===== config.mk =====
export PLATFORM = sky130hd
export DESIGN_NAME = ref_picture_list_manager_top
export DESIGN_NICKNAME = d
export VERILOG_FILES = /design/src/rtl/rplm_pkg.sv /design/src/rtl/ref_picture_list_manager_top.sv /design/src/rtl/rplm_ctrl.sv /design/src/rtl/rplm_dp.sv
export SDC_FILE = /design/constraint.sdc
export NUM_CORES = 1
export LEC_CHECK = 0
export BUFFER_PORTS_ARGS = -buffer_cell sky130_fd_sc_hd__buf_2
export CORE_AREA = 2 2 277 279
export CTS_BUF_LIST = sky130_fd_sc_hd__clkbuf_8
export DETAILED_ROUTE_END_ITERATION = 10
export DIE_AREA = 0 0 279 281
export PLACE_DENSITY = 0.59
export RECOVER_POWER = 50
export SKIP_CTS_REPAIR_TIMING = 1
export SLEW_MARGIN = 20
export SYNTH_ARGS = -nofsm -noshare
export SYNTH_HDL_FRONTEND = slang
export SYNTH_SLANG_ARGS = --single-unit

===== constraint.sdc =====
create_clock -name clk -period 5.7 [get_ports clk]
set_input_delay 0.57 -clock clk [delete_from_list [all_inputs] [get_ports clk]]
set_output_delay 0.57 -clock clk [all_outputs]
set_load 0.02 [all_outputs]

===== src/rtl/rplm_pkg.sv =====
package rplm_pkg;

	// Sizes
	localparam int MAX_REFS_DEF = 16;
	localparam int BUF_W        = 5;
	localparam int FN_W         = 16;
	localparam int PN_W         = 17;
	localparam int LN_W         = 4;
	localparam int CFG_W        = 5;
	localparam int CFG_IDX_W    = 2;
	localparam int LG_MIN       = 4;
	localparam int LG_MAX       = 16;

	// Register indexes
	localparam logic [CFG_IDX_W-1:0] REG_LOG2_MFN = 2'd0;
	localparam logic [CFG_IDX_W-1:0] REG_NUM_REFS = 2'd1;

	// Operations and slice kinds
	localparam logic       OP_MARK  = 1'b0;
	localparam logic       OP_BUILD = 1'b1;
	localparam logic [1:0] SK_I     = 2'd0;
	localparam logic [1:0] SK_P     = 2'd1;

	typedef enum logic [1:0] {
		MARK_UNUSED = 2'd0,
		MARK_SHORT  = 2'd1,
		MARK_LONG   = 2'd2
	} mark_t;

	typedef enum logic [1:0] {
		ST_OK      = 2'd0,
		ST_EMPTY   = 2'd1,
		ST_UNSUP   = 2'd2,
		ST_NOEVICT = 2'd3
	} status_t;

	typedef enum logic [3:0] {
		S_IDLE,
		S_DISPATCH,
		S_MSCAN,
		S_ROT,
		S_RESP,
		S_BCNT,
		S_BCHK,
		S_BSEL,
		S_BEMIT
	} state_t;

	// Controller to datapath
	typedef struct packed {
		logic    load_in;
		logic    idr_commit;
		logic    sw_begin;
		logic    scan_dec;
		logic    drop;
		logic    rotate;
		logic    set_resp;
		status_t resp_status;
		logic    resp_zero_buf;
		logic    emit_resp;
		logic    cnt_begin;
		logic    cnt_step;
		logic    sel_begin;
		logic    sel_step;
		logic    emit_entry;
	} cmd_t;

	// Datapath to controller
	typedef struct packed {
		logic       op;
		logic       idr;
		logic       adaptive;
		logic [1:0] kind;
		logic       room;
		logic       idx_zero;
		logic       idx_short;
		logic       idx_at_n;
		logic       list_empty;
		logic       last_entry;
		logic       out_free;
	} sts_t;

endpackage


===== src/rtl/ref_picture_list_manager_top.sv =====
// Reference picture store with sliding-window marking and P-slice list 0
// building. An IDR or adaptive mark item goes from dispatch straight to its
// response; a sliding-window mark, when the window is full, first searches
// downwards for a short-term slot and, if one is found, rotates it to the
// front before its response (with room, it rotates without a search). A build
// item for a P slice makes a counting pass and then finds each list entry by
// a one-slot-per-cycle scan of slots 1 to n of the store, n being the effective
// num_ref_frames. Other items give one result. One item is worked on at a time;
// a finished result sits in the output register while the next item is taken.
// Configuration writes are always ready and apply from the next cycle; indexes
// beyond the two registers are ignored.
module ref_picture_list_manager_top #(
	parameter int MAX_REFS = rplm_pkg::MAX_REFS_DEF
) (
	input  logic                             clk,
	input  logic                             arst_n,
	input  logic                             in_valid,
	output logic                             in_stall,
	input  logic                             operation,
	input  logic                             is_idr,
	input  logic                             long_term_flag,
	input  logic                             adaptive_mode,
	input  logic [rplm_pkg::FN_W-1:0]        frame_num,
	input  logic [1:0]                       slice_kind,
	output logic                             out_valid,
	input  logic                             out_stall,
	output logic [rplm_pkg::BUF_W-1:0]       buffer_id,
	output logic signed [rplm_pkg::PN_W-1:0] pic_num,
	output logic                             is_long_term,
	output logic                             last,
	output logic [1:0]                       status,
	input  logic                             cfg_valid,
	output logic                             cfg_ready,
	input  logic [rplm_pkg::CFG_IDX_W-1:0]   cfg_index,
	input  logic [rplm_pkg::CFG_W-1:0]       cfg_data
);
	import rplm_pkg::*;

	cmd_t cmd;
	sts_t sts;

	assign cfg_ready = 1'b1;

	rplm_ctrl u_ctrl (
		.clk      (clk),
		.arst_n   (arst_n),
		.in_valid (in_valid),
		.in_stall (in_stall),
		.sts      (sts),
		.cmd      (cmd)
	);

	rplm_dp #(.MAX_REFS(MAX_REFS)) u_dp (
		.clk            (clk),
		.arst_n         (arst_n),
		.cmd            (cmd),
		.sts            (sts),
		.cfg_we         (cfg_valid && cfg_ready),
		.cfg_index      (cfg_index),
		.cfg_data       (cfg_data),
		.operation      (operation),
		.is_idr         (is_idr),
		.long_term_flag (long_term_flag),
		.adaptive_mode  (adaptive_mode),
		.frame_num      (frame_num),
		.slice_kind     (slice_kind),
		.out_stall      (out_stall),
		.out_valid      (out_valid),
		.buffer_id      (buffer_id),
		.pic_num        (pic_num),
		.is_long_term   (is_long_term),
		.last           (last),
		.status         (status)
	);

endmodule


===== src/rtl/rplm_ctrl.sv =====
module rplm_ctrl (
	input  logic          clk,
	input  logic          arst_n,
	input  logic          in_valid,
	output logic          in_stall,
	input  rplm_pkg::sts_t sts,
	output rplm_pkg::cmd_t cmd
);
	import rplm_pkg::*;

	state_t state_q, state_d;

	// State register
	always_ff @(posedge clk or negedge arst_n) begin
		if (!arst_n) state_q <= S_IDLE;
		else         state_q <= state_d;
	end

	assign in_stall = (state_q != S_IDLE);

	// Next state
	always_comb begin
		state_d = state_q;
		case (state_q)
			S_IDLE: begin
				if (in_valid) state_d = S_DISPATCH;
			end
			S_DISPATCH: begin
				if (sts.op == OP_MARK) begin
					if (sts.idr || sts.adaptive) state_d = S_RESP;
					else if (sts.room)           state_d = S_ROT;
					else                         state_d = S_MSCAN;
				end else if (sts.kind == SK_P) begin
					state_d = S_BCNT;
				end else begin
					state_d = S_RESP;
				end
			end
			S_MSCAN: begin
				if (sts.idx_zero)       state_d = S_RESP;
				else if (sts.idx_short) state_d = S_ROT;
			end
			S_ROT:  state_d = S_RESP;
			S_RESP: begin
				if (sts.out_free) state_d = S_IDLE;
			end
			S_BCNT: begin
				if (sts.idx_at_n) state_d = S_BCHK;
			end
			S_BCHK: state_d = sts.list_empty ? S_RESP : S_BSEL;
			S_BSEL: begin
				if (sts.idx_at_n) state_d = S_BEMIT;
			end
			S_BEMIT: begin
				if (sts.out_free) state_d = sts.last_entry ? S_IDLE : S_BSEL;
			end
			default: state_d = S_IDLE;
		endcase
	end

	// Commands
	always_comb begin
		cmd = '0;
		case (state_q)
			S_IDLE: cmd.load_in = in_valid;
			S_DISPATCH: begin
				cmd.set_resp = 1'b1;
				cmd.resp_status = ST_OK;
				if (sts.op == OP_MARK) begin
					if (sts.idr) begin
						cmd.idr_commit = 1'b1;
					end else if (sts.adaptive) begin
						cmd.resp_status = ST_UNSUP;
					end else begin
						cmd.sw_begin = 1'b1;
					end
				end else begin
					cmd.resp_zero_buf = 1'b1;
					if (sts.kind == SK_I)      cmd.resp_status = ST_EMPTY;
					else if (sts.kind != SK_P) cmd.resp_status = ST_UNSUP;
					else                       cmd.cnt_begin = 1'b1;
				end
			end
			S_MSCAN: begin
				if (sts.idx_zero) begin
					cmd.drop = 1'b1;
					cmd.set_resp = 1'b1;
					cmd.resp_status = ST_NOEVICT;
				end else if (!sts.idx_short) begin
					cmd.scan_dec = 1'b1;
				end
			end
			S_ROT:  cmd.rotate = 1'b1;
			S_RESP: cmd.emit_resp = sts.out_free;
			S_BCNT: cmd.cnt_step = 1'b1;
			S_BCHK: begin
				if (sts.list_empty) begin
					cmd.set_resp = 1'b1;
					cmd.resp_status = ST_EMPTY;
					cmd.resp_zero_buf = 1'b1;
				end else begin
					cmd.sel_begin = 1'b1;
				end
			end
			S_BSEL: cmd.sel_step = 1'b1;
			S_BEMIT: begin
				cmd.emit_entry = sts.out_free;
				cmd.sel_begin = sts.out_free && !sts.last_entry;
			end
			default: cmd = '0;
		endcase
	end

endmodule


===== src/rtl/rplm_dp.sv =====
module rplm_dp #(
	parameter int MAX_REFS = rplm_pkg::MAX_REFS_DEF
) (
	input  logic                              clk,
	input  logic                              arst_n,
	input  rplm_pkg::cmd_t                    cmd,
	output rplm_pkg::sts_t                    sts,
	input  logic                              cfg_we,
	input  logic [rplm_pkg::CFG_IDX_W-1:0]    cfg_index,
	input  logic [rplm_pkg::CFG_W-1:0]        cfg_data,
	input  logic                              operation,
	input  logic                              is_idr,
	input  logic                              long_term_flag,
	input  logic                              adaptive_mode,
	input  logic [rplm_pkg::FN_W-1:0]         frame_num,
	input  logic [1:0]                        slice_kind,
	input  logic                              out_stall,
	output logic                              out_valid,
	output logic [rplm_pkg::BUF_W-1:0]        buffer_id,
	output logic signed [rplm_pkg::PN_W-1:0]  pic_num,
	output logic                              is_long_term,
	output logic                              last,
	output logic [1:0]                        status
);
	import rplm_pkg::*;

	localparam int NSLOT = MAX_REFS + 1;
	localparam int SW    = $clog2(NSLOT);
	localparam int UW    = $clog2(NSLOT + 1);

	// Registers
	logic [CFG_W-1:0] lg_q, nref_q;
	logic [BUF_W-1:0] buf_q [NSLOT];
	mark_t            mark_q [NSLOT];
	logic [FN_W-1:0]  fn_q [NSLOT];
	logic [LN_W-1:0]  ln_q [NSLOT];
	logic [UW-1:0]    used_q;
	logic             op_q, idr_q, ltf_q, adp_q;
	logic [FN_W-1:0]  cur_q;
	logic [1:0]       kind_q;
	logic [SW-1:0]    idx_q;
	logic [NSLOT-1:0] emitted_q;
	logic [SW-1:0]    best_q;
	logic signed [PN_W-1:0] best_key_q;
	logic             found_q;
	logic [UW-1:0]    ns_q, nl_q, k_q;
	status_t          resp_st_q;
	logic             resp_zb_q;
	logic             out_valid_q;

	// Effective configuration
	logic [UW-1:0]   n_eff;
	logic [CFG_W-1:0] lg_eff;
	logic [PN_W-1:0] max_fn;
	always_comb begin
		if (nref_q == '0)                    n_eff = UW'(1);
		else if (nref_q > CFG_W'(MAX_REFS))  n_eff = UW'(MAX_REFS);
		else                                 n_eff = UW'(nref_q);
		if (lg_q < CFG_W'(LG_MIN))      lg_eff = CFG_W'(LG_MIN);
		else if (lg_q > CFG_W'(LG_MAX)) lg_eff = CFG_W'(LG_MAX);
		else                            lg_eff = lg_q;
		max_fn = PN_W'(1) << lg_eff;
	end

	// Key of the slot under the scan index
	logic                   want_long;
	logic [PN_W-1:0]        fn_ext;
	logic signed [PN_W-1:0] cand_key;
	logic                   cand, better;
	always_comb begin
		want_long = (k_q >= ns_q);
		fn_ext = {1'b0, fn_q[idx_q]};
		if (want_long)               cand_key = signed'(PN_W'(ln_q[idx_q]));
		else if (fn_q[idx_q] > cur_q) cand_key = signed'(fn_ext - max_fn);
		else                         cand_key = signed'(fn_ext);
		cand = !emitted_q[idx_q] &&
		       (mark_q[idx_q] == (want_long ? MARK_LONG : MARK_SHORT));
		better = !found_q || (want_long ? (cand_key <= best_key_q)
		                                : (cand_key >= best_key_q));
	end

	// Status
	logic [UW:0] total;
	assign total = {1'b0, ns_q} + {1'b0, nl_q};
	always_comb begin
		sts.op         = op_q;
		sts.idr        = idr_q;
		sts.adaptive   = adp_q;
		sts.kind       = kind_q;
		sts.room       = ({1'b0, used_q} < ({1'b0, n_eff} + (UW+1)'(1)));
		sts.idx_zero   = (idx_q == '0);
		sts.idx_short  = (mark_q[idx_q] == MARK_SHORT);
		sts.idx_at_n   = ((UW+1)'(idx_q) == {1'b0, n_eff});
		sts.list_empty = (total == '0);
		sts.last_entry = ({1'b0, k_q} + (UW+1)'(1) == total);
		sts.out_free   = !out_valid_q || !out_stall;
	end

	// Configuration registers
	always_ff @(posedge clk or negedge arst_n) begin
		if (!arst_n) begin
			lg_q   <= CFG_W'(LG_MIN);
			nref_q <= CFG_W'(1);
		end else if (cfg_we) begin
			if (cfg_index == REG_LOG2_MFN) lg_q <= cfg_data;
			if (cfg_index == REG_NUM_REFS) nref_q <= cfg_data;
		end
	end

	// Latched input item
	always_ff @(posedge clk) begin
		if (cmd.load_in) begin
			op_q   <= operation;
			idr_q  <= is_idr;
			ltf_q  <= long_term_flag;
			adp_q  <= adaptive_mode;
			cur_q  <= frame_num;
			kind_q <= slice_kind;
		end
	end

	// Slot store
	always_ff @(posedge clk or negedge arst_n) begin
		if (!arst_n) begin
			for (int j = 0; j < NSLOT; j++) begin
				buf_q[j]  <= BUF_W'(j);
				mark_q[j] <= MARK_UNUSED;
				fn_q[j]   <= '0;
				ln_q[j]   <= '0;
			end
			used_q <= UW'(1);
		end else if (cmd.idr_commit) begin
			for (int j = 2; j < NSLOT; j++) mark_q[j] <= MARK_UNUSED;
			buf_q[1]  <= buf_q[0];
			mark_q[1] <= ltf_q ? MARK_LONG : MARK_SHORT;
			fn_q[1]   <= cur_q;
			ln_q[1]   <= '0;
			buf_q[0]  <= buf_q[1];
			mark_q[0] <= MARK_UNUSED;
			fn_q[0]   <= fn_q[1];
			ln_q[0]   <= ln_q[1];
			used_q    <= UW'(2);
		end else if (cmd.sw_begin) begin
			mark_q[0] <= MARK_SHORT;
			fn_q[0]   <= cur_q;
			ln_q[0]   <= '0;
			if (sts.room) used_q <= used_q + UW'(1);
		end else if (cmd.drop) begin
			mark_q[0] <= MARK_UNUSED;
		end else if (cmd.rotate) begin
			// chosen slot to the front, the ones before it move up
			for (int j = 1; j < NSLOT; j++) begin
				if (SW'(j) <= idx_q) begin
					buf_q[j]  <= buf_q[j-1];
					mark_q[j] <= mark_q[j-1];
					fn_q[j]   <= fn_q[j-1];
					ln_q[j]   <= ln_q[j-1];
				end
			end
			buf_q[0]  <= buf_q[idx_q];
			mark_q[0] <= MARK_UNUSED;
			fn_q[0]   <= fn_q[idx_q];
			ln_q[0]   <= ln_q[idx_q];
		end
	end

	// Scan index, counts and selection
	always_ff @(posedge clk or negedge arst_n) begin
		if (!arst_n) begin
			idx_q      <= '0;
			emitted_q  <= '0;
			best_q     <= '0;
			best_key_q <= '0;
			found_q    <= 1'b0;
			ns_q       <= '0;
			nl_q       <= '0;
			k_q        <= '0;
			resp_st_q  <= ST_OK;
			resp_zb_q  <= 1'b0;
		end else begin
			if (cmd.set_resp) begin
				resp_st_q <= cmd.resp_status;
				resp_zb_q <= cmd.resp_zero_buf;
			end
			if (cmd.sw_begin) idx_q <= sts.room ? SW'(used_q) : SW'(used_q - UW'(1));
			if (cmd.scan_dec) idx_q <= idx_q - SW'(1);
			if (cmd.cnt_begin) begin
				idx_q     <= SW'(1);
				ns_q      <= '0;
				nl_q      <= '0;
				k_q       <= '0;
				emitted_q <= '0;
			end
			if (cmd.cnt_step) begin
				if (mark_q[idx_q] == MARK_SHORT) ns_q <= ns_q + UW'(1);
				if (mark_q[idx_q] == MARK_LONG)  nl_q <= nl_q + UW'(1);
				idx_q <= idx_q + SW'(1);
			end
			if (cmd.sel_begin) begin
				idx_q   <= SW'(1);
				found_q <= 1'b0;
			end
			if (cmd.sel_step) begin
				if (cand && better) begin
					best_q     <= idx_q;
					best_key_q <= cand_key;
					found_q    <= 1'b1;
				end
				idx_q <= idx_q + SW'(1);
			end
			if (cmd.emit_entry) begin
				emitted_q[best_q] <= 1'b1;
				k_q <= k_q + UW'(1);
			end
		end
	end

	// Output register
	always_ff @(posedge clk or negedge arst_n) begin
		if (!arst_n)                            out_valid_q <= 1'b0;
		else if (cmd.emit_resp || cmd.emit_entry) out_valid_q <= 1'b1;
		else if (!out_stall)                    out_valid_q <= 1'b0;
	end

	always_ff @(posedge clk) begin
		if (cmd.emit_resp) begin
			buffer_id    <= resp_zb_q ? '0 : buf_q[0];
			pic_num      <= '0;
			is_long_term <= 1'b0;
			last         <= 1'b1;
			status       <= resp_st_q;
		end else if (cmd.emit_entry) begin
			buffer_id    <= buf_q[best_q];
			pic_num      <= best_key_q;
			is_long_term <= want_long;
			last         <= sts.last_entry;
			status       <= ST_OK;
		end
	end

	assign out_valid = out_valid_q;

endmodule


==> flow_summary.json <==
{
  "status": "finished, violations left",
  "violations": "max-capacitance violations, max-slew violations, negative setup slack",
  "avgSynthCellArea_um2": 12.5,
  "layout_setup_ws_ns": -0.289,
  "fp.dieW_um": 279,
  "drtIter0Drc": 1605,
  "ant_nets": 0,
  "drc": 0,
  "max_cap_violations": 4,
  "overflow": 0,
  "crit_path_top_delay_cell": "dfrtp_4",
  "final.period_utilization_pct": 105,
  "io_buffers": 61,
  "clk_latency_ns": 0.72,
  "synth_cells": 2395,
  "fillers": 6693,
  "synth_top_family_by_area": "multiplexers",
  "dr.pass1.iters": 6,
  "cp.required_ns": 6.28,
  "area_growth_syn_to_layout_pct": 18.0,
  "start_kind": "flip-flop",
  "vias": 21300,
  "slew_violations": 366,
  "vias_per_cell": 5.79,
  "grt_max_degree": 164,
  "ys_warn_count": 0,
  "synth-compound-area-share_pct": 8.89,
  "synth_seq_cells": 589,
  "fin_nets": 2725,
  "post-route-cell-area_mm2": 0.0354,
  "totalWireLength_mm": 85.4,
  "synth.area.mux_share_pct": 27.0,
  "fin_setup_tns_ns": -5.70,
  "synth_adder_area_share_pct": 3.26,
  "cpLargestDelayFamily": "compound AO/OA/AOI/OAI gates",
  "critical_path_class": "reg -> reg",
  "dpl_cell_area_mm2": 0.0324,
  "cts_sinks": 589,
  "cp.arrival_ns": 6.57,
  "rsz0062_at_grt": "true",
  "wl_per_cell_um": 23.2,
  "gp_congestion": 0.884,
  "worstPathMaxFanout": 7,
  "antenna_found_initial": 1,
  "vdd_drop_max_v": 0.000248,
  "min_path_type": "in -> reg",
  "synth_area_mm2": 0.0300,
  "setup_viol": 23,
  "clk_pin_slew_ns": 0.06,
  "dp.final_hpwl_mm": 55.5,
  "cts-buffers-inserted": 100,
  "power_mw": 16.9,
  "worst-path-buf-inv": 6,
  "grt_usage_pct": 21.6,
  "synth_edf_count": 29,
  "hold_viol": 0,
  "fp.dieH_um": 281,
  "rows": 101,
  "ys.flop_type": "dfrtp_1",
  "slowest_delay_ns": 0.50,
  "crit_chain": "buf_6 > or3_4 > nor3_4 > buf_12 > buf_12 > a21oi_4 > o21ai_2 > ha_1 > a41oi_2 > o21ai_1 > a221o_1 > o31a_4 > buf_12 > or2_4 > o211a_1 > nor2b_4 > ha_4 > nand4_1 > o41ai_2 > inv_2 > a311oi_4 > o32ai_4 > clkbuf_16 > mux2_4",
  "drive_above_1_share_pct": 38.1,
  "worst_slew_pin_slew_ns": 3.61,
  "fmax_mhz": 167,
  "grt_pass1_wl_mm": 131,
  "diodes": 0,
  "cellPowerDensity_mw_per_mm2": 477,
  "ys_seq_area_share_pct": 49.5,
  "synth_xor_area_share_pct": 1.26,
  "critical_path.most_common_cell": "buf_12",
  "start_util_pct": 39.8,
  "async_flop_share_pct": 91.9,
  "finalNonFillerCells": 3674,
  "cts_tree": "done",
  "synth_cell_types": 87,
  "finalClockSkew_ns": 0.0541,
  "htree_levels": 3,
  "dp_cells": 3452,
  "synth-simple-area-share_pct": 7.25,
  "core_area_mm2": 0.0754,
  "clock_path_buffers": 3,
  "p_leak_nw": 16.3,
  "post-route-min-period_ns": 5.99,
  "crit_path_end_kind": "flip-flop",
  "grt_pass1_vias": 21900,
  "ios": 63,
  "post-place-ws_ns": -0.572,
  "dieArea_mm2": 0.0784,
  "root_buffer": "clkbuf_8",
  "relSlewSlack_pct": -141
}
## Yosys cell counts, types with 11 or more instances
master	instances	area [um2]
edfxtp_1	29	871
mux2_2	406	4570
buf_2	28	140
nand4_1	11	68.8
nand3b_1	12	90.1
a22oi_1	17	128
nor2_1	120	450
dfrtp_1	505	12600
dfxtp_1	19	380
mux2i_1	63	631
a211oi_1	16	120
xor2_1	18	158
a22o_1	14	123
nand3_1	43	215
o21ai_0	126	631
buf_1	16	60.1
dfstp_2	36	946
a21o_1	12	90.1
xnor2_1	20	175
inv_1	60	225
clkbuf_1	85	319
and3_1	12	75.1
mux4_2	123	2770
ha_1	75	938
nor2b_1	20	125
a222oi_1	16	160
a21oi_1	111	556
nand2_1	189	709
## layout make-up
type / count / area [um2] / share of cell area (%)
multi-input cells: 1608 / 14800 / 41.9
clock inverters: 63 / 562 / 1.59
inverters: 62 / 233 / 0.658
flip-flops and latches: 589 / 14800 / 41.9
well taps: 978 / 1220 / 3.46
repair buffers: 253 / 2050 / 5.78
clock buffers: 121 / 1670 / 4.71
## final timing paths
kind / start / end / slack, ns / cells past startpoint
worst min register to register: u_dp.ltf_q$_DFFE_PP_ / u_dp.mark_q[30]$_DFFE_PN0P_ / 0.45 / 1
worst max register to register: u_dp.idx_q[0]$_DFFE_PN0P_ / u_dp.best_key_q[7]$_DFFE_PN0P_ / -0.29 / 24
max in group asynchronous: arst_n / u_dp.buf_q[49]$_DFFE_PN0P_ / 0.69 / 3
min in group asynchronous: arst_n / u_dp.fn_q[119]$_DFFE_PN0P_ / 0.77 / 2
worst min-delay path: frame_num[6] / u_dp.cur_q[6]$_DFFE_PP_ / 0.03 / 1
worst max-delay path: u_dp.idx_q[0]$_DFFE_PN0P_ / u_dp.best_key_q[7]$_DFFE_PN0P_ / -0.29 / 24
## cell families (layout without fill, tap and decap cells)
kind of cell	count (synthesis)	in the layout
buffers and inverters	202	499
AND/OR/NAND/NOR	470	470
adder cells (fa/ha/maj)	77	77
XOR/XNOR	40	40
AO/OA/AOI/OAI	415	415
multiplexers	600	600
other	2	6
flip-flops	589	589
## cell usage in the layout (no fill, tap or decap), drive strengths merged, types with 43 or more instances in the layout
cell type	instances
mux4	124
inv	95
nand3	43
nor2	120
mux2i	63
o21ai	132
nand2	189
dfrtp	505
clkbuf	163
mux2	413
buf	206
ha	75
a21oi	111
## worst register-to-register path: stages (launching register included)
cell and delay (ns):
dfrtp_4 0.50, buf_6 0.13, or3_4 0.40, nor3_4 0.37
buf_12 0.17, buf_12 0.14, a21oi_4 0.08, o21ai_2 0.09
ha_1 0.29, a41oi_2 0.15, o21ai_1 0.11, a221o_1 0.37
o31a_4 0.41, buf_12 0.17, or2_4 0.24, o211a_1 0.15
nor2b_4 0.15, ha_4 0.29, nand4_1 0.13, o41ai_2 0.40
inv_2 0.11, a311oi_4 0.28, o32ai_4 0.20, clkbuf_16 0.22
mux2_4 0.29
## layer usage
layer	vias to the layer above	share of wire (%)	global-route usage (%)
met5	-	0	0
met4	0	3.2	7.28
met3	186	5.1	3.62
met2	637	48	35.7
met1	11100	44	29.0
li1	9348	-	-
## state kept, by name, summed over array words and instances (netlist names), 2 cells and up
| register | cells |
|---|---|
| u_dp.fn_q | 272 |
| u_dp.buf_q | 85 |
| u_dp.ln_q | 68 |
| u_dp.mark_q | 33 |
| u_dp.best_key_q | 17 |
| u_dp.emitted_q | 17 |
| u_dp.pic_num | 17 |
| u_dp.cur_q | 16 |
| u_dp.best_q | 5 |
| u_dp.buffer_id | 5 |
| u_dp.idx_q | 5 |
| u_dp.k_q | 5 |
| u_dp.lg_q | 5 |
| u_dp.nl_q | 5 |
| u_dp.nref_q | 5 |
| u_dp.ns_q | 5 |
| u_dp.used_q | 5 |
| u_ctrl.state_q | 4 |
| u_dp.kind_q | 2 |
| u_dp.resp_st_q | 2 |
| u_dp.status | 2 |
## report_power, final
part	switching, mW	leakage (nW)	internal (mW)
combinational	4.02	7.48	3.31
sequential	0.580	7.61	4.81
clock	1.80	1.26	2.38
## through the flow
stage / hold slack [ns] / utilization (%)
2_1_floorplan: 0.274 / -
3_3_place_gp: 0.436 / 43.0
3_5_place_dp: 0.440 / 43.0
4_1_cts: -0.0251 / 45.9
5_1_grt: 0.000805 / 46.9
6_report: 0.0331 / 46.9
Power figures use the tool's default switching activity.
